## src/design/ows_pkg.sv

```systemverilog
// Shared types and constants of the 1-Wire ROM search engine.
// Used by every design file but ows_if through scoped names; depends on nothing.

package ows_pkg;

   localparam int RomBits     = 64;
   localparam int PosWidth    = 7;
   localparam int FamPosWidth = 4;

   localparam logic [PosWidth-1:0] POS_NONE      = 7'd0;
   localparam logic [PosWidth-1:0] POS_FIRST     = 7'd1;
   localparam logic [PosWidth-1:0] POS_LAST      = 7'd64;
   localparam logic [PosWidth-1:0] FAMILY_LIMIT  = 7'd9;

   typedef enum logic [1:0] {
      OP_RESTART = 2'd0,
      OP_TARGET  = 2'd1,
      OP_BEGIN   = 2'd2,
      OP_PAIR    = 2'd3
   } op_type;

   typedef enum logic [2:0] {
      ST_ACK     = 3'd0,
      ST_STARTED = 3'd1,
      ST_WRITE   = 3'd2,
      ST_FOUND   = 3'd3,
      ST_NONE    = 3'd4
   } status_type;

   typedef struct packed {
      op_type     operation;
      logic       presence;
      logic       id_bit;
      logic       comp_bit;
      logic [7:0] target_family;
   } req_type;

   typedef struct packed {
      status_type             status;
      logic                   direction;
      logic [RomBits-1:0]     rom_code;
      logic [FamPosWidth-1:0] family_mismatch_pos;
      logic                   was_last_device;
   } rsp_type;

   typedef struct packed {
      logic [RomBits-1:0]     rom_bits;
      logic [PosWidth-1:0]    discrepancy_pos;
      logic [FamPosWidth-1:0] family_pos;
      logic                   last_found;
      logic [PosWidth-1:0]    bit_position;
      logic [PosWidth-1:0]    zero_choice_pos;
      logic                   pass_active;
   } state_type;

endpackage

```

## src/design/ows_if.sv

```systemverilog
// Valid/ready channel interfaces of the 1-Wire ROM search engine.
// Request and response words; no dependencies.

interface ows_req_if;
   logic       valid;
   logic       ready;
   logic [1:0] operation;
   logic       presence;
   logic       id_bit;
   logic       comp_bit;
   logic [7:0] target_family;

   modport source (output valid, operation, presence, id_bit, comp_bit, target_family,
                   input ready);
   modport sink   (input valid, operation, presence, id_bit, comp_bit, target_family,
                   output ready);
endinterface

interface ows_rsp_if;
   logic        valid;
   logic        ready;
   logic [2:0]  status;
   logic        direction;
   logic [63:0] rom_code;
   logic [3:0]  family_mismatch_pos;
   logic        was_last_device;

   modport source (output valid, status, direction, rom_code, family_mismatch_pos,
                   was_last_device, input ready);
   modport sink   (input valid, status, direction, rom_code, family_mismatch_pos,
                   was_last_device, output ready);
endinterface

```

## src/design/ows_in_stage.sv

```systemverilog
// Input register of the ROM search engine: holds one request word.
// Depends on ows_pkg and ows_req_if.

module ows_in_stage (
   input  logic              clock,
   input  logic              reset,
   ows_req_if.sink           req_chan,
   input  logic              take,
   output logic              in_valid,
   output ows_pkg::req_type  in_data
);

   logic              valid_ff, valid_in;
   ows_pkg::req_type  data_ff, data_in;
   logic              accept;

   // The register can load whenever it is empty or its word moves on this cycle.
   assign req_chan.ready = !valid_ff || take;
   assign accept         = req_chan.valid && req_chan.ready;

   always_comb begin
      valid_in = valid_ff;
      data_in  = data_ff;
      if (accept) begin
         valid_in               = 1'b1;
         data_in.operation      = ows_pkg::op_type'(req_chan.operation);
         data_in.presence       = req_chan.presence;
         data_in.id_bit         = req_chan.id_bit;
         data_in.comp_bit       = req_chan.comp_bit;
         data_in.target_family  = req_chan.target_family;
      end else if (take) begin
         valid_in = 1'b0;
      end
   end

   always_ff @(posedge clock) begin
      if (reset) begin
         valid_ff <= 1'b0;
      end else begin
         valid_ff <= valid_in;
      end
   end

   always_ff @(posedge clock) begin
      data_ff <= data_in;
   end

   assign in_valid = valid_ff;
   assign in_data  = data_ff;

endmodule

```

## src/design/ows_step.sv

```systemverilog
// Next-state and result logic of the ROM search for one request word.
// Depends on ows_pkg.

module ows_step (
   input  ows_pkg::req_type    item,
   input  ows_pkg::state_type  state_cur,
   output ows_pkg::state_type  state_nxt,
   output ows_pkg::rsp_type    result
);

   ows_pkg::state_type  nxt;
   ows_pkg::status_type status;
   logic                dir;
   logic [5:0]          idx;

   // Bit position runs 1..64; position 64 wraps to index 63.
   assign idx = state_cur.bit_position[5:0] - 6'd1;

   always_comb begin
      nxt    = state_cur;
      status = ows_pkg::ST_ACK;
      dir    = 1'b0;
      unique case (item.operation)
         ows_pkg::OP_RESTART: begin
            nxt.rom_bits        = '0;
            nxt.discrepancy_pos = ows_pkg::POS_NONE;
            nxt.family_pos      = '0;
            nxt.last_found      = 1'b0;
            nxt.pass_active     = 1'b0;
            nxt.bit_position    = ows_pkg::POS_FIRST;
            nxt.zero_choice_pos = ows_pkg::POS_NONE;
         end
         ows_pkg::OP_TARGET: begin
            nxt.rom_bits        = {{(ows_pkg::RomBits-8){1'b0}}, item.target_family};
            nxt.discrepancy_pos = ows_pkg::POS_LAST;
            nxt.family_pos      = '0;
            nxt.last_found      = 1'b0;
            nxt.pass_active     = 1'b0;
            nxt.bit_position    = ows_pkg::POS_FIRST;
            nxt.zero_choice_pos = ows_pkg::POS_NONE;
         end
         ows_pkg::OP_BEGIN: begin
            nxt.bit_position    = ows_pkg::POS_FIRST;
            nxt.zero_choice_pos = ows_pkg::POS_NONE;
            if (state_cur.last_found || !item.presence) begin
               nxt.discrepancy_pos = ows_pkg::POS_NONE;
               nxt.family_pos      = '0;
               nxt.last_found      = 1'b0;
               nxt.pass_active     = 1'b0;
               status              = ows_pkg::ST_NONE;
            end else begin
               nxt.pass_active = 1'b1;
               status          = ows_pkg::ST_STARTED;
            end
         end
         ows_pkg::OP_PAIR: begin
            if (state_cur.pass_active) begin
               if (item.id_bit && item.comp_bit) begin
                  // Nobody answered this slot pair: the pass is dropped.
                  nxt.discrepancy_pos = ows_pkg::POS_NONE;
                  nxt.family_pos      = '0;
                  nxt.last_found      = 1'b0;
                  nxt.pass_active     = 1'b0;
                  nxt.bit_position    = ows_pkg::POS_FIRST;
                  status              = ows_pkg::ST_NONE;
               end else begin
                  if (item.id_bit != item.comp_bit) begin
                     dir = item.id_bit;
                  end else begin
                     // Discrepancy: follow the previous path below the last
                     // discrepancy, take 1 at it and 0 beyond it.
                     if (state_cur.bit_position < state_cur.discrepancy_pos) begin
                        dir = state_cur.rom_bits[idx];
                     end else begin
                        dir = (state_cur.bit_position == state_cur.discrepancy_pos);
                     end
                     if (!dir) begin
                        nxt.zero_choice_pos = state_cur.bit_position;
                        if (state_cur.bit_position < ows_pkg::FAMILY_LIMIT) begin
                           nxt.family_pos = state_cur.bit_position[3:0];
                        end
                     end
                  end
                  nxt.rom_bits[idx] = dir;
                  if (state_cur.bit_position >= ows_pkg::POS_LAST) begin
                     nxt.pass_active     = 1'b0;
                     nxt.bit_position    = ows_pkg::POS_FIRST;
                     nxt.discrepancy_pos = nxt.zero_choice_pos;
                     if (nxt.zero_choice_pos == ows_pkg::POS_NONE) begin
                        nxt.last_found = 1'b1;
                     end
                     if (nxt.rom_bits[7:0] == 8'd0) begin
                        nxt.discrepancy_pos = ows_pkg::POS_NONE;
                        nxt.family_pos      = '0;
                        nxt.last_found      = 1'b0;
                        status              = ows_pkg::ST_NONE;
                     end else begin
                        status = ows_pkg::ST_FOUND;
                     end
                  end else begin
                     nxt.bit_position = state_cur.bit_position + 7'd1;
                     status           = ows_pkg::ST_WRITE;
                  end
               end
            end
         end
         default: begin
         end
      endcase
   end

   assign state_nxt                  = nxt;
   assign result.status              = status;
   assign result.direction           = dir;
   assign result.rom_code            = nxt.rom_bits;
   assign result.family_mismatch_pos = nxt.family_pos;
   assign result.was_last_device     = nxt.last_found;

endmodule

```

## src/design/ows_out_stage.sv

```systemverilog
// Result register of the ROM search engine: holds one response word.
// Depends on ows_pkg and ows_rsp_if.

module ows_out_stage (
   input  logic              clock,
   input  logic              reset,
   ows_rsp_if.source         rsp_chan,
   input  logic              load,
   input  ows_pkg::rsp_type  load_data,
   output logic              can_load
);

   logic              valid_ff, valid_in;
   ows_pkg::rsp_type  data_ff, data_in;

   // A new word may enter when the register is empty or its word leaves now.
   assign can_load = !valid_ff || rsp_chan.ready;

   always_comb begin
      valid_in = valid_ff;
      data_in  = data_ff;
      if (load) begin
         valid_in = 1'b1;
         data_in  = load_data;
      end else if (rsp_chan.ready) begin
         valid_in = 1'b0;
      end
   end

   always_ff @(posedge clock) begin
      if (reset) begin
         valid_ff <= 1'b0;
      end else begin
         valid_ff <= valid_in;
      end
   end

   always_ff @(posedge clock) begin
      data_ff <= data_in;
   end

   assign rsp_chan.valid               = valid_ff;
   assign rsp_chan.status              = data_ff.status;
   assign rsp_chan.direction           = data_ff.direction;
   assign rsp_chan.rom_code            = data_ff.rom_code;
   assign rsp_chan.family_mismatch_pos = data_ff.family_mismatch_pos;
   assign rsp_chan.was_last_device     = data_ff.was_last_device;

endmodule

```

## src/design/onewire_rom_search_top.sv

```systemverilog
// Top level of the 1-Wire ROM search engine.
// Depends on ows_pkg, ows_if, ows_in_stage, ows_step and ows_out_stage.

// The engine takes one request word per clock (restart, family restart, start
// of pass, or one id/complement bit pair) and returns exactly one response word
// for each, in order. An accepted request is held in the request register, and
// its response enters the response register once it can load. Throughput is
// one word per cycle as long as the response side takes words; a request register
// and a response register each hold one word, so one stalled response does not
// stop the next request from being taken. The search memory (ROM code, last
// discrepancy, family discrepancy, last-device flag, bit position) is updated
// by combinational logic between those two registers. Bus slot timing, the search
// command write and the CRC check are left to the surrounding logic.

module onewire_rom_search_top (
   input  logic        clock,
   input  logic        reset,
   ows_req_if.sink     req_chan,
   ows_rsp_if.source   rsp_chan
);

   logic                in_valid;
   ows_pkg::req_type    in_data;
   logic                can_load;
   logic                advance;
   ows_pkg::state_type  state_ff, state_in;
   ows_pkg::rsp_type    step_result;

   assign advance = in_valid && can_load;

   ows_in_stage u_in_stage (
      .clock    (clock),
      .reset    (reset),
      .req_chan (req_chan),
      .take     (advance),
      .in_valid (in_valid),
      .in_data  (in_data)
   );

   ows_step u_step (
      .item      (in_data),
      .state_cur (state_ff),
      .state_nxt (state_in),
      .result    (step_result)
   );

   ows_out_stage u_out_stage (
      .clock     (clock),
      .reset     (reset),
      .rsp_chan  (rsp_chan),
      .load      (advance),
      .load_data (step_result),
      .can_load  (can_load)
   );

   always_ff @(posedge clock) begin
      if (reset) begin
         state_ff.rom_bits        <= '0;
         state_ff.discrepancy_pos <= ows_pkg::POS_NONE;
         state_ff.family_pos      <= '0;
         state_ff.last_found      <= 1'b0;
         state_ff.bit_position    <= ows_pkg::POS_FIRST;
         state_ff.zero_choice_pos <= ows_pkg::POS_NONE;
         state_ff.pass_active     <= 1'b0;
      end else if (advance) begin
         state_ff <= state_in;
      end
   end

   // The bit position always names a bit of the ROM code.
   a_pos_range: assert property (@(posedge clock) disable iff (reset)
      state_ff.bit_position != ows_pkg::POS_NONE &&
      state_ff.bit_position <= ows_pkg::POS_LAST)
      else $error("bit position out of range");

   // Outside a pass the position is parked at the first bit.
   a_idle_pos: assert property (@(posedge clock) disable iff (reset)
      !state_ff.pass_active |-> state_ff.bit_position == ows_pkg::POS_FIRST)
      else $error("bit position not parked outside a pass");

   // The family discrepancy lies inside the family byte.
   a_family_range: assert property (@(posedge clock) disable iff (reset)
      state_ff.family_pos < ows_pkg::FAMILY_LIMIT[3:0])
      else $error("family discrepancy beyond family byte");

   // A bit pair outside a pass leaves the ROM code alone.
   a_stray_pair: assert property (@(posedge clock) disable iff (reset)
      advance && in_data.operation == ows_pkg::OP_PAIR && !state_ff.pass_active
      |=> $stable(state_ff.rom_bits))
      else $error("bit pair outside a pass changed the ROM code");

   // A word that moves on is in the response register next cycle.
   a_moves_out: assert property (@(posedge clock) disable iff (reset)
      advance |=> rsp_chan.valid)
      else $error("response word lost");

endmodule
```

## src/flat_wrapper.sv

```systemverilog
// flat-port wrapper written by rule: the top's interface ports become plain ports
module onewire_rom_search_top_flat 
  (clock, reset, req_chan_valid, req_chan_operation, req_chan_presence, req_chan_id_bit, req_chan_comp_bit, req_chan_target_family, req_chan_ready, rsp_chan_valid, rsp_chan_status, rsp_chan_direction, rsp_chan_rom_code, rsp_chan_family_mismatch_pos, rsp_chan_was_last_device, rsp_chan_ready);
  ows_req_if req_chan_i ();
  ows_rsp_if rsp_chan_i ();
  input  logic clock;
  input  logic reset;
  input wire logic [$bits(req_chan_i.valid)-1:0] req_chan_valid;
  input wire logic [$bits(req_chan_i.operation)-1:0] req_chan_operation;
  input wire logic [$bits(req_chan_i.presence)-1:0] req_chan_presence;
  input wire logic [$bits(req_chan_i.id_bit)-1:0] req_chan_id_bit;
  input wire logic [$bits(req_chan_i.comp_bit)-1:0] req_chan_comp_bit;
  input wire logic [$bits(req_chan_i.target_family)-1:0] req_chan_target_family;
  output wire logic [$bits(req_chan_i.ready)-1:0] req_chan_ready;
  output wire logic [$bits(rsp_chan_i.valid)-1:0] rsp_chan_valid;
  output wire logic [$bits(rsp_chan_i.status)-1:0] rsp_chan_status;
  output wire logic [$bits(rsp_chan_i.direction)-1:0] rsp_chan_direction;
  output wire logic [$bits(rsp_chan_i.rom_code)-1:0] rsp_chan_rom_code;
  output wire logic [$bits(rsp_chan_i.family_mismatch_pos)-1:0] rsp_chan_family_mismatch_pos;
  output wire logic [$bits(rsp_chan_i.was_last_device)-1:0] rsp_chan_was_last_device;
  input wire logic [$bits(rsp_chan_i.ready)-1:0] rsp_chan_ready;
  assign req_chan_i.valid = req_chan_valid;
  assign req_chan_i.operation = req_chan_operation;
  assign req_chan_i.presence = req_chan_presence;
  assign req_chan_i.id_bit = req_chan_id_bit;
  assign req_chan_i.comp_bit = req_chan_comp_bit;
  assign req_chan_i.target_family = req_chan_target_family;
  assign req_chan_ready = req_chan_i.ready;
  assign rsp_chan_valid = rsp_chan_i.valid;
  assign rsp_chan_status = rsp_chan_i.status;
  assign rsp_chan_direction = rsp_chan_i.direction;
  assign rsp_chan_rom_code = rsp_chan_i.rom_code;
  assign rsp_chan_family_mismatch_pos = rsp_chan_i.family_mismatch_pos;
  assign rsp_chan_was_last_device = rsp_chan_i.was_last_device;
  assign rsp_chan_i.ready = rsp_chan_ready;
  onewire_rom_search_top u_core (.clock(clock), .reset(reset), .req_chan(req_chan_i), .rsp_chan(rsp_chan_i));
endmodule
```

## config.mk

```make
export PLATFORM = sky130hd
export DESIGN_NAME = onewire_rom_search_top_flat
export DESIGN_NICKNAME = d
export VERILOG_FILES = /design/src/design/ows_pkg.sv /design/src/design/ows_if.sv /design/src/design/ows_in_stage.sv /design/src/design/ows_step.sv /design/src/design/ows_out_stage.sv /design/src/design/onewire_rom_search_top.sv /design/src/flat_wrapper.sv
export SDC_FILE = /design/constraint.sdc
export NUM_CORES = 1
export LEC_CHECK = 0
export ABC_AREA = 1
export BUFFER_PORTS_ARGS = -buffer_cell sky130_fd_sc_hd__buf_2
export CAP_MARGIN = 40
export CORE_ASPECT_RATIO = 0.5
export CORE_MARGIN = 1
export CORE_UTILIZATION = 54
export DETAILED_ROUTE_END_ITERATION = 12
export HOLD_SLACK_MARGIN = 0.06
export PLACE_DENSITY = 0.77
export SLEW_MARGIN = 10
export SYNTH_ARGS = -nofsm -noshare
export SYNTH_HDL_FRONTEND = slang
export SYNTH_SLANG_ARGS = --single-unit
```

## constraint.sdc

```tcl
create_clock -name clock -period 3.4 [get_ports clock]
set_clock_uncertainty 0.05 [all_clocks]
set_input_delay 0.34 -clock clock [delete_from_list [all_inputs] [get_ports clock]]
set_output_delay 0.34 -clock clock [all_outputs]
set_load 0.005 [all_outputs]
```

==> results.toml, run 1 <==
[critical_path]
start_kind = "flop"
crit_required_ns = 3.68
crit_path_max_fanout = 56
crit_arrival_ns = 3.45
timing_worst_setup_path_type = "reg2reg"
crit_path_end_kind = "flop"
worst_r2r_path_depth = 18

[yosys]
synth_area_leaders = "edfxtp_1 (27%), dfxtp_1 (19%), nand2_1 (8.4%), inv_1 (8.1%), o21ai_0 (5.9%)"
yosysTopAreaCell = "edfxtp_1"
ys_seq_elements = 179
yosysMostFrequentCell = "nand2_1"
synth_edf_count = 86
syn-cell-area_um2 = 9552
ys_warn_count = 0
synthFlopType = "dfxtp_1"
async_reset_ff_share_pct = 0
synth_fp_nets = 1247
netlist.area_leader.share_pct = 27.04
synthTopCellsByCount = "nand2_1 (215), inv_1 (206), o21ai_0 (113)"
syn_area_per_cell_um2 = 7.836
syn_inst = 1219
seq_area_frac_synth_pct = 46.53
synth_cell_types = 42

[power_and_ir_drop]
leakagePower_nw = 4.725
power_density_nw_per_um2 = 487.6
ir_drop_v = 0.0003819

[place]
portBuffers = 91
dpl.hpwl_mm = 15.99
preCtsSetupSlack_ns = 0.1845
place.gp.congestion = 0.9181

[cts]
clockBufferDepth = 2
clk_latency_ns = 0.44
h-tree-depth = 4
clkSinkCount = 179
cts_root_buf = "clkbuf_16"
clk_pin_slew_ns = 0.07
numCtsBuffers = 17
cts_tree = "done"

[sta]
finalCritPeriodShare_pct = 93.31
fin_setup_tns_ns = 0
worst_pin_slew_ns = 0.8283
setup_violations = 0
maxSlewViolCount = 0
rsz0062_at_grt = "no"
setup_ws_ns = 0.2276
hold_viol = 0
post-route-min-period_ns = 3.172
clock.fmax_mhz = 315.2
slew_headroom_pct = 44.78

[finish]
drive_above_1_share_pct = 13.86
antenna_cells = 0
areaGrowthSynthToFinish_pct = 13.31
nets = 1314

[min_path]
holdPathStages = 3
hold_path_class = "in2reg"

[global_routing]
antenna_found_initial = 1
grt_pass1_wl_mm = 40.03
grt_pass1_vias = 7708
use_met2_pct = 44.92
met3_usage_pct = 4.849
track_usage_pct = 28.32
grtUsageMet1_pct = 40.17
grt_max_degree = 88
grt_overflow = 0
grt.busiest_layer = "met2"

[routing]
vias = 8735
antenna_left = 0
routed_wirelength_mm = 25.14
drc = 0
drt_iter0_markers = 986
wl_per_cell_um = 16.47
vias_per_cell = 5.724
dr.pass1.iters = 5

[die]
fp.coreArea_um2 = 16850
die_x_um = 190.1
die_h_um = 96.05
ios = 92
initial_core_util_pct = 56.70
dieArea_um2 = 18260
rows = 33

[status]
outcome = "finished, final reports clean"

[job]
maxCapViolCount = 0
[path summary, 6_finish.rpt]
check	start	end	slack, ns
max	u_core.state_ff[8]	u_core.state_ff[40]	0.23
min	req_chan_valid	u_core.u_in_stage.in_valid	0.13
max reg2reg	u_core.state_ff[8]	u_core.state_ff[40]	0.23
min reg2reg	u_core.state_ff[4]	u_core.state_ff[4]	0.41
[worst max-delay path, cell delays in order, from the launching register on]
cell      delay [ns]
dfxtp_1         0.43
inv_6           0.08
ha_1            0.32
clkinv_1        0.11
buf_4           0.22
nand2_1         0.07
nand2_1         0.10
nand2_1         0.06
nand3_1         0.09
nand3_1         0.11
nand3_2         0.10
nand3_4         0.09
nand3_4         0.13
nand2_1         0.08
buf_6           0.23
o311ai_0        0.38
o21ai_1         0.15
o21ai_0         0.19
inv_1           0.06
[registers in the layout, indices dropped and copies added, names as in the netlist]
register and count:
u_core.u_out_stage.rsp_chan.direction 1, u_core.u_out_stage.rsp_chan.valid 1, u_core.state_ff 91, u_core.u_out_stage.rsp_chan.was_last_device 1
u_core.u_out_stage.rsp_chan.family_mismatch_pos 4, u_core.u_in_stage.in_valid 1, u_core.u_in_stage.in_data 13, u_core.u_out_stage.rsp_chan.status 3
u_core.u_out_stage.rsp_chan.rom_code 64
[what timing repair did]
action	CTS	global route
hold endpoints to repair	13	0
gates resized for setup	0	4
buffers inserted	0	1
setup endpoints to repair	0	103
hold buffers	13	0
[metrics by stage]
step / power (mW) / cell area (um^2) / util, % / instances / hold slack [ns]
2_1_floorplan: 3.090 / 9553 / - / 1219 / 0.3889
3_3_place_gp: 3.279 / 10070 / 59.78 / 1479 / 0.4028
3_5_place_dp: 3.304 / 10090 / 59.90 / 1480 / 0.4053
4_1_cts: 5.272 / 10810 / 64.14 / 1525 / 0.1269
5_1_grt: 5.485 / 10820 / 64.25 / 1526 / 0.1523
6_report: 5.277 / 10820 / 64.25 / 1526 / 0.1264
[logic make-up after synthesis]
| logic type | synth area share [%] |
|---|---|
| compound gates | 23.12 |
| buf+inv | 12.47 |
| xor+xnor | 0.5763 |
| flops | 46.53 |
| simple gates | 15.86 |
| fa+ha+maj | 1.441 |
[power by group]
group | switching (mW) | internal [mW] | total (mW)
registers | 0.0449 | 2.38 | 2.42
logic | 0.607 | 0.268 | 0.876
clock network | 0.886 | 1.09 | 1.98
total | 1.54 | 3.74 | 5.28
[cell usage in the layout (no fill, tap or decap), drive strengths merged]
cell type and count:
a211oi 3, a21oi 93, a22oi 1, a31oi 1
a32oi 7, buf 109, bufinv 2, clkbuf 18
clkinv 10, clkinvlp 3, dfxtp 93, dlygate4sd3 13
edfxtp 86, ha 11, inv 218, nand2 222
nand3 44, nand4 3, nor2 60, nor3 15
o211ai 1, o21ai 223, o311ai 56, o31ai 2
o41ai 1, or2 2, xor2 2
[layout make-up]
class,count,area (um^2)
Multi-Input combinational cell,747,3926
Clock buffer,18,429.2
Sequential cell,179,4444
Fill cell,1417,6023
Clock inverter,14,155.1
Inverter,219,830.8
Tap cell,227,284.0
Timing Repair Buffer,122,753.2
[per-layer routing]
metal,vias up,part of all wire [%]
met5,-,0
met4,0,1.3
met3,26,8.7
met2,419,45
met1,4043,45
li1,4247,-
Power figures use the tool's default switching activity.
==> run 2: changes to the inputs <==
Settings changed: ABC_AREA 1 to 0, BUFFER_PORTS_ARGS -buffer_cell sky130_fd_sc_hd__buf_2 to not set, CORE_UTILIZATION 54 to 58, DONT_BUFFER_PORTS set to 1, PLACE_DENSITY 0.77 to 0.76.
==> run 2 against run 1 <==
Against the previous run:
- critical path depth fell by 6
- sequential power decreased by 3%
- flip-flop and latch count unchanged
- cell area is 6.0% lower
- setup slack worse by 0.084 ns
- highest routed layer unchanged
==> results.toml, run 2 <==
[die]
fp.coreArea_um2 = 14740
initial_core_util_pct = 60.56
die_x_um = 177.4
dieArea_um2 = 15920
ios = 92
die_h_um = 89.72
rows = 31

[global_routing]
antenna_found_initial = 0
grt_pass1_vias = 7014
grt_max_degree = 78
grt_pass1_wl_mm = 38.01
grt_overflow = 0
track_usage_pct = 31.00

[sta]
clock.fmax_mhz = 307.1
worst_pin_slew_ns = 0.8313
rsz0062_at_grt = "yes"
setup_violations = 0
slew_headroom_pct = 44.00
setup_ws_ns = 0.1434
maxSlewViolCount = 0
post-route-min-period_ns = 3.257
finalCritPeriodShare_pct = 95.78
hold_viol = 0

[yosys]
synth_fp_nets = 971
ys_seq_elements = 179
seq_area_frac_synth_pct = 49.79
yosysMostFrequentCell = "nor2_1"
ys_warn_count = 0
synth_cell_types = 68
synth_area_leaders = "edfxtp_1 (29%), dfxtp_1 (21%), o32ai_1 (5.7%), nor2b_1 (4.6%), nor2_1 (4.4%)"
syn_area_per_cell_um2 = 9.466
syn-cell-area_um2 = 8926
synth_edf_count = 86
async_reset_ff_share_pct = 0
yosysTopAreaCell = "edfxtp_1"
syn_inst = 943
netlist.area_leader.share_pct = 28.93
synthFlopType = "dfxtp_1"
synthTopCellsByCount = "nor2_1 (105), dfxtp_1 (93), edfxtp_1 (86)"

[status]
outcome = "finished, final reports clean"

[cts]
clk_pin_slew_ns = 0.07
clk_latency_ns = 0.44
cts_tree = "done"
clockBufferDepth = 2
h-tree-depth = 4
cts_root_buf = "clkbuf_16"
clkSinkCount = 179
numCtsBuffers = 17

[power_and_ir_drop]
total_power_mw = 4.619
ir_drop_v = 0.0003204
power_density_nw_per_um2 = 453.9
leakagePower_nw = 3.284

[finish]
antenna_cells = 0
areaGrowthSynthToFinish_pct = 14.02
largest_register_ffs = 91
top_register = "u_core.state_ff"
nets = 990
final_common_cell = "nor2_1"
drive_above_1_share_pct = 11.49
final_cell_mix = "nor2_1 (105), dfxtp_1 (92), edfxtp_1 (86)"
finish.utilization_pct = 69.05
final_cells = 1173

[critical_path]
start_kind = "flop"
timing_worst_setup_path_type = "reg2reg"
crit_path_end_kind = "flop"
crit_path_max_fanout = 30
crit_arrival_ns = 3.39
crit_required_ns = 3.53

[routing]
drc = 0
antenna_left = 0
vias = 7453
routed_wirelength_mm = 23.89
drt_iter0_markers = 875
vias_per_cell = 6.354
dr.pass1.iters = 6
wl_per_cell_um = 20.36

[place]
place.gp.congestion = 0.9231
dpl.hpwl_mm = 15.75
preCtsSetupSlack_ns = -0.02572
dp.cells = 1126
portBuffers = 0

[job]
maxCapViolCount = 0

[min_path]
hold_path_class = "in2reg"
[run 2: cell count changes in the layout (fill, tap and decap cells not counted), sizes merged, moves of 9 or more]
cell and delta:
buf -58, o311ai -49, o21ai -160, nor2b +65, nor2 +45, o32ai +58, mux2i +28, a21oi -73
nand3 +14, a311oi +9, inv -142, nand2 -139
[run 2: path summary, 6_finish.rpt]
kind,start,depth (start not counted),slack [ns],to
hold reg to reg,u_core.state_ff[25],2,0.40,u_core.state_ff[25]
setup / recovery,u_core.state_ff[9],12,0.14,u_core.u_out_stage.rsp_chan.rom_code[32]
setup reg to reg,u_core.state_ff[9],12,0.14,u_core.u_out_stage.rsp_chan.rom_code[32]
hold / removal,reset,3,0.11,u_core.state_ff[23]
[run 2: timing repair]
item,4_1_cts,5_1_grt
resized for setup,2,26
hold buffers,15,0
hold endpoints to repair,89,0
pin swaps,0,2
endpoints found under the setup margin,5,137
setup buffers,0,0
[run 2: cell families after synthesis]
kind of cell	synth area share [%]
AOI/OAI and AO/OA	18.12
adders and majority gates	1.542
xor gates and xnor gates	0.9953
buffers and inverters	6.294
and+or+nand+nor	18.48
DFF	49.79
muxes	4.780
[run 2: power by group]
group          internal [mW]  switching, mW
logic                 0.0810          0.161
registers               2.31         0.0367
clock network           1.15          0.881
[run 2: critical path, cell delays in order (launching register included)]
cell	delay, ns
dfxtp_1	0.31
buf_4	0.17
or3_1	0.51
buf_4	0.22
o31ai_1	0.31
a31oi_1	0.21
and3_1	0.22
o311ai_4	0.29
buf_6	0.17
buf_12	0.17
nand3_1	0.09
o21ai_0	0.19
nor2b_1	0.09
[run 2: cell type report]
type | count | area (um^2)
multi-input combinational | 626 | 4013
timing repair buffer | 65 | 596.8
sequential | 179 | 4446
inverter | 73 | 276.5
clock buffer | 22 | 474.2
clock inverter | 10 | 123.9
tap | 198 | 247.7
fill | 1153 | 4562
[run 2: layer usage]
| metal | global-route usage [%] | share of wire, % | vias to the layer above |
|---|---|---|---|
| met5 | 0 | 0 | - |
| met4 | 9.117 | 1.5 | 0 |
| met3 | 8.206 | 9.6 | 36 |
| met2 | 46.03 | 44 | 368 |
| met1 | 44.20 | 45 | 3576 |
| li1 | - | - | 3473 |
[run 2: stage by stage]
stage                     TNS [ns]  cell area, um^2  hold slack [ns]
after CTS                        0            10100          0.07749
after global routing      -0.03081            10180           0.1175
after detailed placement  -0.02572             9330           0.3725
after floorplan                  0             8944           0.3751
final                            0            10180           0.1098
after global placement           0             9330           0.3686
==> run 3: changes to the inputs <==
Settings changed: PLACE_DENSITY 0.76 to 0.78.
==> run 3 against run 2 <==
Against the previous run:
- sequential share of layout area decreased by 0.43 points
- clock power down 6%
- core utilization is 0.70 points higher
- combinational power rose by 5%
- via count is 1.9% higher
- cell count rose by 0.34%
- flip-flop and latch count is the same
- worst hold slack lost 0.022 ns
- global-route usage fell by 0.22 points
- die area unchanged
- maximum frequency down 1.4%
- non-clock buffer count is 4 higher
- critical path type unchanged
- largest power group unchanged
==> results.toml, run 3 (synthesis gave the netlist of run 2 again) <==
[cts]
h-tree-depth = 4
numCtsBuffers = 17
clk_pin_slew_ns = 0.08
clockBufferDepth = 2
cts_tree = "done"
clkSinkCount = 179
cts_root_buf = "clkbuf_16"
clk_latency_ns = 0.43

[place]
preCtsSetupSlack_ns = -0.05115
portBuffers = 0
place.gp.congestion = 0.9691
dpl.hpwl_mm = 15.83
dp.cells = 1120

[finish]
antenna_cells = 0
areaGrowthSynthToFinish_pct = 15.18
final_cells = 1177
final_common_cell = "nor2_1"
top_register = "u_core.state_ff"
drive_above_1_share_pct = 12.97
largest_register_ffs = 91
nets = 994
final_cell_mix = "nor2_1 (105), dfxtp_1 (91), edfxtp_1 (86)"
finish.utilization_pct = 69.75

[die]
fp.coreArea_um2 = 14740
dieArea_um2 = 15920
die_x_um = 177.4
initial_core_util_pct = 60.56
die_h_um = 89.72
rows = 31
ios = 92

[sta]
slew_headroom_pct = 46.66
maxSlewViolCount = 0
worst_pin_slew_ns = 0.7917
rsz0062_at_grt = "no"
post-route-min-period_ns = 3.304
setup_violations = 0
clock.fmax_mhz = 302.6
fin_setup_tns_ns = 0
setup_ws_ns = 0.09560
hold_viol = 0
finalCritPeriodShare_pct = 97.19

[routing]
vias_per_cell = 6.452
drt_iter0_markers = 896
routed_wirelength_mm = 24.60
antenna_left = 0
vias = 7594
wl_per_cell_um = 20.90
drc = 0
dr.pass1.iters = 5

[global_routing]
grt_pass1_vias = 7133
grt_pass1_wl_mm = 38.43
antenna_found_initial = 0
grt_max_degree = 83
track_usage_pct = 30.77
grt_overflow = 0

[power_and_ir_drop]
power_density_nw_per_um2 = 438.2
leakagePower_nw = 3.298
total_power_mw = 4.505
ir_drop_v = 0.0003286

[critical_path]
start_kind = "flop"
crit_path_end_kind = "flop"
crit_required_ns = 3.53
crit_path_max_fanout = 9
timing_worst_setup_path_type = "reg2reg"
crit_arrival_ns = 3.43

[job]
maxCapViolCount = 0

[status]
outcome = "finished, final reports clean"

[min_path]
hold_path_class = "in2reg"
==> run 3: cell count changes in the layout (fill, tap and decap cells not counted), moves of 4 or more <==
| cell | change |
|---|---|
| o21ai_0 | +6 |
| mux2i_1 | -5 |
| mux2i_2 | +5 |
| o21ai_1 | -4 |
==> run 3: final cells by class <==
cell class	count	area [um^2]
tap	198	247.7
clock buffer	18	429.2
sequential	179	4447
timing repair buffer	69	649.4
fill	1131	4458
clock inverter	14	136.4
multi-input combinational	626	4095
inverter	73	276.5
==> run 3: final timing paths <==
kind	cells after the start	slack (ns)	start	end
worst max-delay path	13	0.1	u_core.state_ff[9]	u_core.u_out_stage.rsp_chan.rom_code[7]
worst min-delay path	3	0.09	rsp_chan_ready	u_core.u_out_stage.rsp_chan.valid
worst max register to register	13	0.1	u_core.state_ff[9]	u_core.u_out_stage.rsp_chan.rom_code[7]
worst min register to register	2	0.42	u_core.state_ff[24]	u_core.state_ff[24]
==> run 3: repair_timing <==
action / 4_1_cts / 5_1_grt
pin swaps: 1 / 14
endpoints found under the setup margin: 24 / 152
cloned: 0 / 1
buffers inserted: 0 / 7
hold buffers: 16 / 0
hold endpoints to repair: 88 / 0
resized for setup: 4 / 39
==> run 3: power breakdown <==
| part | switching, mW | total [mW] | leakage [nW] | internal (mW) |
|---|---|---|---|---|
| clock network | 0.933 | 1.91 | 0.281 | 0.977 |
| registers | 0.0347 | 2.34 | 1.58 | 2.31 |
| logic | 0.167 | 0.254 | 1.43 | 0.0869 |
| total | 1.13 | 4.50 | 3.30 | 3.37 |
==> run 3: worst max-delay path, stage by stage, from the launching register on <==
cell	delay, ns
dfxtp_2	0.33
buf_4	0.17
or3_4	0.44
xor2_4	0.22
buf_4	0.16
buf_4	0.13
o21ai_0	0.09
o221ai_2	0.13
and3_4	0.22
o311ai_4	0.38
nand2_4	0.20
o311ai_4	0.32
buf_4	0.15
nand2_1	0.05
==> run 3: layer usage <==
layer	vias to the layer above	track usage, %	wire, um
met3	47	7.910	2402
met4	0	7.764	418
met1	3679	44.41	10800
met5	-	0	0
li1	3473	-	-
met2	395	45.83	10980
==> run 3: per-stage QoR <==
| step | hold slack, ns | cell area [um^2] |
|---|---|---|
| after global placement | 0.3683 | 9248 |
| after CTS | 0.06722 | 10010 |
| after global routing | 0.1395 | 10280 |
| after detailed placement | 0.3711 | 9248 |
| after floorplan | 0.3751 | 8944 |
| final | 0.08773 | 10280 |
